$ cat src/hw/rtl/dht_pkg.sv
// ----------------------------------------------------------------------------
// dht_pkg
// Shared widths, codes and controller/datapath interface types for the
// double-hashing hash table.
// ----------------------------------------------------------------------------
package dht_pkg;

  localparam int KEY_W    = 31;
  localparam int STATUS_W = 3;
  localparam int COMPS_W  = 6;

  // operation codes
  localparam logic OP_INSERT = 1'b0;
  localparam logic OP_DELETE = 1'b1;

  // slot marks
  localparam logic [1:0] MARK_EMPTY   = 2'd0;
  localparam logic [1:0] MARK_USED    = 2'd1;
  localparam logic [1:0] MARK_DELETED = 2'd2;

  typedef enum logic [STATUS_W-1:0] {
    ST_INSERTED  = 3'd0,
    ST_DUPLICATE = 3'd1,
    ST_FULL      = 3'd2,
    ST_DELETED   = 3'd3,
    ST_NOT_FOUND = 3'd4
  } status_t;

  // controller -> datapath
  typedef struct packed {
    logic    clr_step;
    logic    load;
    logic    hash_step;
    logic    stride_load;
    logic    stride_step;
    logic    adv;
    logic    rec_del;
    logic    wr_ins;
    logic    wr_del;
    logic    finish;
    logic    full;
    status_t code;
  } dht_cmd_t;

  // datapath -> controller
  typedef struct packed {
    logic       clr_last;
    logic       hash_last;
    logic       stride_last;
    logic       op_del;
    logic [1:0] mark;
    logic       key_eq;
    logic       probe_last;
    logic       have_del;
  } dht_stat_t;

endpackage

$ cat src/hw/rtl/dht_datapath.sv
// ----------------------------------------------------------------------------
// dht_datapath
// Slot memories, serial modulo reduction of the key, probe position
// stepping, comparison counting and the result register.
// ----------------------------------------------------------------------------
module dht_datapath #(
  parameter int TABLE_SIZE = 37,
  parameter int STEP_PRIME = 13
) (
  input  logic                         clk,
  input  logic                         rst_n,
  input  dht_pkg::dht_cmd_t            cmd,
  output dht_pkg::dht_stat_t           stat,
  input  logic                         in_op,
  input  logic [dht_pkg::KEY_W-1:0]    in_key,
  output logic [dht_pkg::STATUS_W-1:0] res_status,
  output logic [dht_pkg::COMPS_W-1:0]  res_comps
);
  import dht_pkg::*;

  localparam int TW  = $clog2(TABLE_SIZE);
  localparam int PW  = $clog2(STEP_PRIME);
  localparam int SW  = $clog2(STEP_PRIME + 1);
  localparam int SIW = $clog2(SW);
  localparam int BW  = $clog2(KEY_W);
  localparam int CW  = $clog2(TABLE_SIZE + 1);

  logic [1:0]       marks [TABLE_SIZE];
  logic [KEY_W-1:0] keys  [TABLE_SIZE];

  logic [TW-1:0]    clr_cnt_r;
  logic             op_r;
  logic [KEY_W-1:0] key_r;
  logic [BW-1:0]    bit_r;
  logic [TW-1:0]    pos_r;
  logic [PW-1:0]    srem_r;
  logic [SW-1:0]    sval_r;
  logic [SIW-1:0]   sbit_r;
  logic [TW-1:0]    stride_r;
  logic [TW-1:0]    cnt_r;
  logic [CW-1:0]    comps_r;
  logic             have_del_r;
  logic [TW-1:0]    tomb_slot_r;
  logic [1:0]       mark_rd_r;
  logic [KEY_W-1:0] key_rd_r;
  logic [STATUS_W-1:0] status_r;
  logic [COMPS_W-1:0]  comps_out_r;

  logic [TW:0]      hsum, tsum, psum;
  logic [PW:0]      ssum;
  logic [TW-1:0]    hred, tred, pred;
  logic [PW-1:0]    sred;
  logic [CW-1:0]    comps_inc;
  logic [TW-1:0]    ins_addr;
  logic             mark_we;
  logic [TW-1:0]    mark_wa;
  logic [1:0]       mark_wd;

  // one shift-and-subtract step of each remainder, and the modular probe advance
  always_comb begin
    hsum = {pos_r, key_r[bit_r]};
    hred = (hsum >= (TW+1)'(TABLE_SIZE)) ? TW'(hsum - (TW+1)'(TABLE_SIZE)) : TW'(hsum);
    ssum = {srem_r, key_r[bit_r]};
    sred = (ssum >= (PW+1)'(STEP_PRIME)) ? PW'(ssum - (PW+1)'(STEP_PRIME)) : PW'(ssum);
    tsum = {stride_r, sval_r[sbit_r]};
    tred = (tsum >= (TW+1)'(TABLE_SIZE)) ? TW'(tsum - (TW+1)'(TABLE_SIZE)) : TW'(tsum);
    psum = {1'b0, pos_r} + {1'b0, stride_r};
    pred = (psum >= (TW+1)'(TABLE_SIZE)) ? TW'(psum - (TW+1)'(TABLE_SIZE)) : TW'(psum);
  end

  assign comps_inc = comps_r + ((mark_rd_r == MARK_USED) ? CW'(1) : CW'(0));
  // the first deleted slot wins; otherwise the slot under the probe
  assign ins_addr  = have_del_r ? tomb_slot_r : pos_r;

  always_comb begin
    mark_we = cmd.clr_step | cmd.wr_ins | cmd.wr_del;
    if (cmd.clr_step) begin
      mark_wa = clr_cnt_r;
      mark_wd = MARK_EMPTY;
    end else if (cmd.wr_ins) begin
      mark_wa = ins_addr;
      mark_wd = MARK_USED;
    end else begin
      mark_wa = pos_r;
      mark_wd = MARK_DELETED;
    end
  end

  always_ff @(posedge clk) begin
    if (mark_we) begin
      marks[mark_wa] <= mark_wd;
    end
    if (cmd.wr_ins) begin
      keys[ins_addr] <= key_r;
    end
    mark_rd_r <= marks[pos_r];
    key_rd_r  <= keys[pos_r];
  end

  always_ff @(posedge clk) begin
    if (!rst_n) begin
      clr_cnt_r <= '0;
    end else if (cmd.clr_step) begin
      clr_cnt_r <= clr_cnt_r + TW'(1);
    end
  end

  always_ff @(posedge clk) begin
    if (cmd.load) begin
      op_r   <= in_op;
      key_r  <= in_key;
      bit_r  <= BW'(KEY_W - 1);
      pos_r  <= '0;
      srem_r <= '0;
    end else if (cmd.hash_step) begin
      bit_r  <= bit_r - BW'(1);
      pos_r  <= hred;
      srem_r <= sred;
    end else if (cmd.adv) begin
      pos_r <= pred;
    end

    if (cmd.stride_load) begin
      sval_r     <= SW'(srem_r) + SW'(1);
      sbit_r     <= SIW'(SW - 1);
      stride_r   <= '0;
      cnt_r      <= '0;
      comps_r    <= '0;
      have_del_r <= 1'b0;
    end else if (cmd.stride_step) begin
      sbit_r   <= sbit_r - SIW'(1);
      stride_r <= tred;
    end else if (cmd.adv) begin
      cnt_r   <= cnt_r + TW'(1);
      comps_r <= comps_inc;
    end

    if (cmd.rec_del && !have_del_r) begin
      have_del_r  <= 1'b1;
      tomb_slot_r <= pos_r;
    end

    if (cmd.finish) begin
      status_r    <= cmd.code;
      comps_out_r <= cmd.full ? COMPS_W'(TABLE_SIZE) : COMPS_W'(comps_inc);
    end
  end

  always_comb begin
    stat.clr_last    = (clr_cnt_r == TW'(TABLE_SIZE - 1));
    stat.hash_last   = (bit_r == '0);
    stat.stride_last = (sbit_r == '0);
    stat.op_del      = (op_r == OP_DELETE);
    stat.mark        = mark_rd_r;
    stat.key_eq      = (key_rd_r == key_r);
    stat.probe_last  = (cnt_r == TW'(TABLE_SIZE - 1));
    stat.have_del    = have_del_r;
  end

  assign res_status = status_r;
  assign res_comps  = comps_out_r;

endmodule

$ cat src/hw/rtl/dht_ctrl.sv
// ----------------------------------------------------------------------------
// dht_ctrl
// Sequencer: clears the slot marks after reset, then runs each operation
// through key reduction, stride reduction and the probe loop.
// ----------------------------------------------------------------------------
module dht_ctrl (
  input  logic               clk,
  input  logic               rst_n,
  input  logic               in_tvalid,
  output logic               in_tready,
  output logic               out_tvalid,
  input  logic               out_tready,
  input  dht_pkg::dht_stat_t stat,
  output dht_pkg::dht_cmd_t  cmd
);
  import dht_pkg::*;

  typedef enum logic [2:0] {
    S_CLEAR,
    S_IDLE,
    S_HASH,
    S_SLOAD,
    S_STRIDE,
    S_READ,
    S_EVAL
  } state_t;

  state_t   state_r, state_nxt;
  logic     out_valid_r, out_valid_nxt;
  logic     out_busy;
  dht_cmd_t dec;
  logic     fin;

  assign out_busy = out_valid_r && !out_tready;

  // decide the outcome of one probe
  always_comb begin
    dec      = '0;
    dec.code = ST_INSERTED;
    fin      = 1'b0;
    if (!stat.op_del) begin
      if (stat.mark == MARK_EMPTY) begin
        fin        = 1'b1;
        dec.wr_ins = 1'b1;
        dec.code   = ST_INSERTED;
      end else if (stat.mark == MARK_USED) begin
        if (stat.key_eq) begin
          fin      = 1'b1;
          dec.code = ST_DUPLICATE;
        end else if (stat.probe_last) begin
          fin = 1'b1;
          if (stat.have_del) begin
            dec.wr_ins = 1'b1;
            dec.code   = ST_INSERTED;
          end else begin
            dec.full = 1'b1;
            dec.code = ST_FULL;
          end
        end else begin
          dec.adv = 1'b1;
        end
      end else begin
        if (stat.probe_last) begin
          fin        = 1'b1;
          dec.wr_ins = 1'b1;
          dec.code   = ST_INSERTED;
        end else begin
          dec.rec_del = 1'b1;
          dec.adv     = 1'b1;
        end
      end
    end else begin
      if (stat.mark == MARK_EMPTY) begin
        fin      = 1'b1;
        dec.code = ST_NOT_FOUND;
      end else if (stat.mark == MARK_USED && stat.key_eq) begin
        fin        = 1'b1;
        dec.wr_del = 1'b1;
        dec.code   = ST_DELETED;
      end else if (stat.probe_last) begin
        fin      = 1'b1;
        dec.code = ST_NOT_FOUND;
      end else begin
        dec.adv = 1'b1;
      end
    end
    dec.finish = fin;
  end

  always_comb begin
    state_nxt     = state_r;
    cmd           = '0;
    cmd.code      = ST_INSERTED;
    out_valid_nxt = out_tready ? 1'b0 : out_valid_r;
    unique case (state_r)
      S_CLEAR: begin
        cmd.clr_step = 1'b1;
        if (stat.clr_last) begin
          state_nxt = S_IDLE;
        end
      end
      S_IDLE: begin
        if (in_tvalid) begin
          cmd.load  = 1'b1;
          state_nxt = S_HASH;
        end
      end
      S_HASH: begin
        cmd.hash_step = 1'b1;
        if (stat.hash_last) begin
          state_nxt = S_SLOAD;
        end
      end
      S_SLOAD: begin
        cmd.stride_load = 1'b1;
        state_nxt       = S_STRIDE;
      end
      S_STRIDE: begin
        cmd.stride_step = 1'b1;
        if (stat.stride_last) begin
          state_nxt = S_READ;
        end
      end
      S_READ: begin
        state_nxt = S_EVAL;
      end
      S_EVAL: begin
        // hold a finishing probe while the previous result is still waiting
        if (!(fin && out_busy)) begin
          cmd = dec;
          if (fin) begin
            out_valid_nxt = 1'b1;
            state_nxt     = S_IDLE;
          end else begin
            state_nxt = S_READ;
          end
        end
      end
      default: begin
        state_nxt = S_CLEAR;
      end
    endcase
  end

  always_ff @(posedge clk) begin
    if (!rst_n) begin
      state_r     <= S_CLEAR;
      out_valid_r <= 1'b0;
    end else begin
      state_r     <= state_nxt;
      out_valid_r <= out_valid_nxt;
    end
  end

  assign in_tready  = (state_r == S_IDLE);
  assign out_tvalid = out_valid_r;

endmodule

$ cat src/hw/rtl/double_hash_table_insert_delete.sv
// ----------------------------------------------------------------------------
// double_hash_table_insert_delete
// Open-addressed hash table with double hashing and deleted-slot markers.
// ----------------------------------------------------------------------------
// Each input transfer inserts (tuser 0) or deletes (tuser 1) a 31-bit key and
// returns one result transfer with a status code and the number of stored
// keys compared. After reset the block sweeps the slot marks to empty, one
// slot a cycle, and takes no input during the sweep.
// One operation is processed at a time; a finished result waits in the
// output register while the next input is taken. The key is reduced modulo
// TABLE_SIZE and STEP_PRIME one bit a cycle, then the stride modulo
// TABLE_SIZE one bit a cycle, and each probe does a registered read of the
// slot memories followed by the decision; a finishing decision waits while
// the previous result is still waiting in the output register.
// ----------------------------------------------------------------------------
module double_hash_table_insert_delete #(
  parameter int TABLE_SIZE = 37,
  parameter int STEP_PRIME = 13
) (
  input  logic        clk,
  input  logic        rst_n,
  input  logic        in_tvalid,
  output logic        in_tready,
  input  logic [31:0] in_tdata,   // [30:0] key, [31] zero
  input  logic [0:0]  in_tuser,   // [0] operation
  output logic        out_tvalid,
  input  logic        out_tready,
  output logic [15:0] out_tdata   // [2:0] status, [8:3] comparisons, [15:9] zero
);
  import dht_pkg::*;

  dht_cmd_t            cmd;
  dht_stat_t           stat;
  logic [STATUS_W-1:0] res_status;
  logic [COMPS_W-1:0]  res_comps;

  dht_ctrl u_ctrl (
    .clk        (clk),
    .rst_n      (rst_n),
    .in_tvalid  (in_tvalid),
    .in_tready  (in_tready),
    .out_tvalid (out_tvalid),
    .out_tready (out_tready),
    .stat       (stat),
    .cmd        (cmd)
  );

  dht_datapath #(
    .TABLE_SIZE (TABLE_SIZE),
    .STEP_PRIME (STEP_PRIME)
  ) u_datapath (
    .clk        (clk),
    .rst_n      (rst_n),
    .cmd        (cmd),
    .stat       (stat),
    .in_op      (in_tuser[0]),
    .in_key     (in_tdata[KEY_W-1:0]),
    .res_status (res_status),
    .res_comps  (res_comps)
  );

  assign out_tdata = {7'd0, res_comps, res_status};

endmodule
$ cat config.mk
export PLATFORM = sky130hd
export DESIGN_NAME = double_hash_table_insert_delete
export DESIGN_NICKNAME = d
export VERILOG_FILES = /design/src/hw/rtl/dht_pkg.sv /design/src/hw/rtl/dht_datapath.sv /design/src/hw/rtl/dht_ctrl.sv /design/src/hw/rtl/double_hash_table_insert_delete.sv
export SDC_FILE = /design/constraint.sdc
export NUM_CORES = 1
export LEC_CHECK = 0
export ABC_AREA = 0
export BUFFER_PORTS_ARGS = -buffer_cell sky130_fd_sc_hd__buf_2
export CORE_MARGIN = 1
export CORE_UTILIZATION = 40
export DETAILED_ROUTE_END_ITERATION = 10
export PLACE_DENSITY = 0.62
export SYNTH_ARGS = -nofsm -noshare
export SYNTH_HDL_FRONTEND = slang
export SYNTH_HIERARCHICAL = 1
export SYNTH_SLANG_ARGS = --single-unit
$ cat constraint.sdc
create_clock -name clk -period 13.9 [get_ports clk]
set_input_delay 1.39 -clock clk [delete_from_list [all_inputs] [get_ports clk]]
set_output_delay 1.39 -clock clk [all_outputs]
set_load 0.005 [all_outputs]
=== Yosys cells after proc, flatten, opt, wreduce, memory -nomap -nowiden ===
Memory sizes are Yosys's and may differ from the RTL's. A register that Yosys moved wholly into a read port is not among the register bits.
Cells that the tools add are included.

* $lt $le $gt $ge: 6
* Reduce and logical (&&, ||, !) cells: 14
* Multiplexer cells: 78
* $add $sub $neg: 11
* Bitwise logic cells: 4
* Equality and inequality tests: 15

{| class="wikitable"
|+ Operators with widths
! cell !! number
|-
| two-way mux 6 bit || 8
|-
| two-way mux 1 bit || 39
|-
| two-way mux 3 bit || 13
|-
| equality test 31 bit || 1
|-
| >= comparator 7 x 6 -> 1 bit (second input constant) || 3
|-
| one-hot mux 3 bit (7 select lines) || 1
|-
| two-way mux 9 bit || 2
|-
| subtractor 6 bit (second input constant) || 3
|-
| adder 6 x 1 -> 6 bit (second input constant) || 2
|-
| equality test 6 bit (second input constant) || 2
|-
| two-way mux 2 bit || 6
|-
| != test 2 bit (second input constant) || 5
|-
| one-hot mux 1 bit (2 select lines) || 5
|-
| equality test 3 bit (second input constant) || 3
|-
| two-way mux 4 bit || 2
|-
| adder 6 x 6 -> 7 bit || 1
|-
| adder 6 bit || 1
|-
| equality test 3 x 2 -> 1 bit (second input constant) || 2
|-
| < comparator 5 x 6 -> 1 bit (second input constant) || 1
|-
| binary-select mux 1 bit (select 5 bit) || 1
|-
| >= comparator 5 x 4 -> 1 bit (second input constant) || 1
|-
| logical NOT 5 bit || 1
|-
| AND reduction 5 bit || 1
|-
| subtractor 5 x 1 -> 5 bit (second input constant) || 1
|-
| 16 further kinds || 23
|}

* Flip-flop bits (word level): 97
* Output and inout port bits: 18
* Input bits: 37
* Logic and storage cells: 147
* Bits in writable memories: 1221
* Memories kept: 2

{| class="wikitable"
|+ Memory list
! name !! depth !! width !! rd ports !! clocked after memory_dff !! wr ports !! RTL line !! RTL
|-
| u_datapath.keys || 37 || 31 || 1 || 1 || 1 || dht_datapath.sv:29 || <nowiki>logic [KEY_W-1:0] keys [TABLE_SIZE];</nowiki>
|-
| u_datapath.marks || 37 || 2 || 1 || 1 || 1 || dht_datapath.sv:28 || <nowiki>logic [1:0] marks [TABLE_SIZE];</nowiki>
|}

=== Longest topological paths before layout ===
* Depth in word-level cells: 13
* Gate-level depth with buffers: 16
* Mapped depth without buffers: 16

=== Cells and area by module ===
The synthesis kept the hierarchy.

{| class="wikitable"
|+ Modules (own cells, without submodules)
! module !! area each (µm²) !! instances !! cells an instance !! sequential area each (µm²)
|-
| dht_datapath || 52771.9 || 1 || 2496 || 39698.1
|-
| dht_ctrl || 420.4 || 1 || 59 || 80.1
|-
| double_hash_table_insert_delete || 56.3 || 1 || 8 || 0.0
|}

=== Least setup slack after synthesis ===
No wires, ideal clock.

* Path type: input to register
* Start: input out_tready
* End: memory u_datapath.keys[29][0] (enable)
* Path slack: 7.628 ns
* Data arrival time: 5.774 ns
* Cell stages on the path: 7
* Setup time: 0.498 ns
* Required time: 13.402 ns
* Buffers on the path: 1
* Path through: and2b_2 -> a21oi_1 -> nand2b_1 -> a21oi_1 -> clkbuf_1 -> nand4_1 -> nor4_1

{| class="wikitable"
|+ RTL lines
! element !! RTL line !! RTL
|-
| start: declaration || double_hash_table_insert_delete.sv:27 || <nowiki>input logic out_tready,</nowiki>
|-
| end: declaration || dht_datapath.sv:29 ||
|}

==> summary.md <==
| Metric | Value |
|---|---|
| Final Max Slew Viols | 0 |
| Sequential area share after synthesis | 0.747 |
| Arrival time at the worst endpoint | 6.37 ns |
| Dpl hpwl | 67.3 mm |
| Placed Cells | 4315 |
| Leakage power | 18.8 nW |
| Die H | about 370 um |
| Synth warn | 6 |
| CP required | between 10 and 15 ns |
| CP endpoint kind | flip-flop |
| IO Pins | between 50 and 60 |
| Number of remaining DRC errors | 0 |
| CTS Buf Count | between 100 and 150 |
| Setup_tns | 0 ns |
| Worst slew margin | 0.149 |
| Clock-pin slew on the worst setup and hold paths | around 0.060 ns |
| Port Buffer Count | 46 |
| Multi-input gate area | roughly 13000 um2 |
| Largest net degree at the start of global routing | roughly 150 |
| Slew @ Worst Pin | about 1.3 ns |
| All-Layer GR Usage | 0.189 |
| Async SR Flop Fraction | 0 |
| # Max-Cap Violations | 0 |
| Share of cells above drive strength 1 | 0.270 |
| Setup violators final | 0 |
| Die Width | about 370 um |
| Dominant synthesized flop cell | edfxtp_1 |
| Top-area cell type share of the netlist area | 0.717 |
| Routed Antenna Nets | 0 |
| Outcome | complete, no violations |
| Grt total ovfl | 0 |
| R2r setup slk | around 7.9 ns |
| Layout Nets | 2758 |
| Antenna cell count | 0 |
| Via count | 26.2k |
| Distinct cells, synth | about 70 |
| Synth Cell Area | around 53000 um2 |
| PwrDens | 193 nW/um2 |
| Post-synth EDFFs | 1272 |
| Core area | roughly 130000 um2 |
| Register area | approximately 40000 um2 |
| CP Class | reg -> reg |
| Fin cells | between 4k and 5k |
| Clk buf depth | 3 |
| CP Max Fanout | 39 |
| Top post-synthesis cells by area | edfxtp_1 72%, mux4_2 16%, dfxtp_1 3.0% |
| Initial antenna violation count | 0 |
| Avg Cell Area, Syn | between 20 and 25 um2 |
| Final period util | 0.432 |
| Routed wire length per instance | between 20 and 30 um |
| Synth area leader | edfxtp_1 |
| CTS resizes | 0 |
| Unrepaired setup endpoints after global routing | no |
| CTS Root Cell | clkbuf_16 |
| Tmin final | about 6.0 ns |
| Vias/cell | around 5.8 |
| Peak Freq | about 0.17 GHz |
| Synth Instances | ~2.6k |
| Post-CTS setup buffers | 0 |
| Worst min-delay path class | reg -> reg |
| Routability congestion estimate | just over 0.8 |
| Vias in the first global route | roughly 27k |
| Fillers | 10.8k |
| Area grow syn2layout | 13.4% |
| Final hold viol count | 0 |
| Worst vdd ir | between 0.2 and 0.25 mV |
| Initial Util | 0.404 |
| CTS tree | done |
| Die area | 135000 um2 |
| Cts hold-fix bufs | 0 |
| First-pass GRT wire length | between 150 and 200 mm |
| Routed Wire Length | roughly 130 mm |
| Clk_lat worst skew | 0.76 ns |
| Num rows | about 130 |
| Number of synthesized register bits | approximately 1.4k |
| Sinks on Clock Net | between 1k and 1.5k |
| Max H-tree Level | 4 |
| Total iterations of the first detailed-routing run | 5 |
| Starting DRT DRC Count | 2743 |
| Clk_skew | about 0.030 ns |
| CP startpoint kind | flip-flop |
state kept, by name, summed over array words and instances (netlist names), 3 cells and up:
register / cells
u_datapath/pos_r: 6
u_datapath/stride_r: 6
u_datapath/clr_cnt_r: 6
u_datapath/keys: 1147
u_datapath/res_comps: 6
u_datapath/cnt_r: 6
u_ctrl/state_r: 3
u_datapath/marks: 74
u_datapath/bit_r: 5
u_datapath/comps_r: 6
u_datapath/key_rd_r: 31
u_datapath/sval_r: 4
u_datapath/tomb_slot_r: 6
u_datapath/res_status: 3
u_datapath/srem_r: 4
u_datapath/key_r: 31
report_power, final:
group	leakage (nW)	internal (W)	switching (W)
Combinational	4.57	0.00147	0.00166
Clock	2.15	0.00211	0.00153
Sequential	12.1	0.00470	0.000211
layer usage:
layer,vias up,track usage,share of wire
met5,-,0,0
met4,0,0.0503,0.020
met2,1057,0.301,0.48
li1,10900,-,-
met1,14100,0.269,0.43
met3,189,0.0340,0.075
worst max-delay path: stages, from the launching register on:
cell	delay, ns
edfxtp_1	1.15
xnor2_1	0.19
nand4_1	0.24
nor4_1	0.11
buf_4	0.18
nor2b_1	0.12
o21bai_1	0.12
a21oi_1	0.28
nand2b_1	0.16
a21oi_2	0.90
nand4_1	0.87
nand2b_1	0.43
nor3_2	0.15
buf_4	0.64
final cells by class:
type | instances | area share
flip-flops and latches | 1351 | 0.659
multi-input cells | 1050 | 0.215
clock inverters | 60 | 0.0128
repair buffers | 129 | 0.0147
well taps | 1755 | 0.0364
clock buffers | 176 | 0.0605
inverters | 30 | 0.00189
synth_stat cells (all sizes together), types with 3 or more instances:
master     n
nand2b    12
and4       3
nand3     32
a21o       3
o21a       8
nand3b     5
o32ai      4
nor3      12
nand2     51
nand4     11
ha        24
inv       29
xor2      34
mux4     369
clkbuf    59
buf       79
xnor2     28
a21boi     3
dfxtp     79
and2      28
a31oi      8
o21ai     27
o211ai     6
nor4       8
and2b      3
a221oi     3
mux2       3
a211oi    41
edfxtp  1272
mux2i     47
nor3b      6
nor2b     26
or3        8
nor2     133
a21oi     65
cell families after synthesis:
logic type      synth area share
compound gates            0.0240
xor+xnor                  0.0102
fa+ha+maj                0.00602
buf+inv                   0.0155
flops                      0.747
mux                        0.166
other cells            0.0000704
simple gates              0.0317
path summary, 6_finish.rpt:
kind / from / cells past startpoint / end
hold reg to reg: u_datapath/cnt_r[5] / 2 / u_datapath/cnt_r[5]
hold / removal: u_datapath/cnt_r[5] / 2 / u_datapath/cnt_r[5]
setup reg to reg: u_datapath/key_r[5] / 13 / u_datapath/keys[30][11]
setup / recovery: u_datapath/key_r[5] / 13 / u_datapath/keys[30][11]
through the flow:
step | util | setup WS [ns] | area (um2) | hold WS, ns | power (W)
after detailed placement | 0.425 | 8.01 | 56000 | 0.484 | 0.00813
after global placement | 0.425 | 8.27 | 56000 | 0.479 | 0.00805
after global routing | 0.458 | 7.50 | 60400 | 0.537 | 0.0121
final | 0.458 | 7.90 | 60400 | 0.507 | 0.0117
after floorplan | - | 7.63 | 53300 | 0.429 | 0.00729
after CTS | 0.458 | 7.96 | 60400 | 0.496 | 0.0118
placed cells by master, fill, tap and decap left out, types with 8 or more instances in the layout:
cell type and count:
clkinv_1 17, nand2b_1 12, buf_4 80, edfxtp_1 1272
nand2_1 50, a211oi_1 41, or3_1 8, dfxtp_1 73
a21oi_1 63, nand4_1 11, mux2i_1 47, nor3_1 9
inv_1 28, and2_1 27, nand3_1 32, bufinv_16 13
ha_1 24, mux4_2 369, xnor2_1 28, o21a_1 8
clkbuf_8 8, xor2_1 34, nor2_4 34, nor2b_1 25
o21ai_0 24, clkbuf_1 31, clkinv_2 15, buf_2 46
clkbuf_16 137, nor2_1 98, a31oi_1 8
No activity file was read; power rests on OpenSTA's default activity.
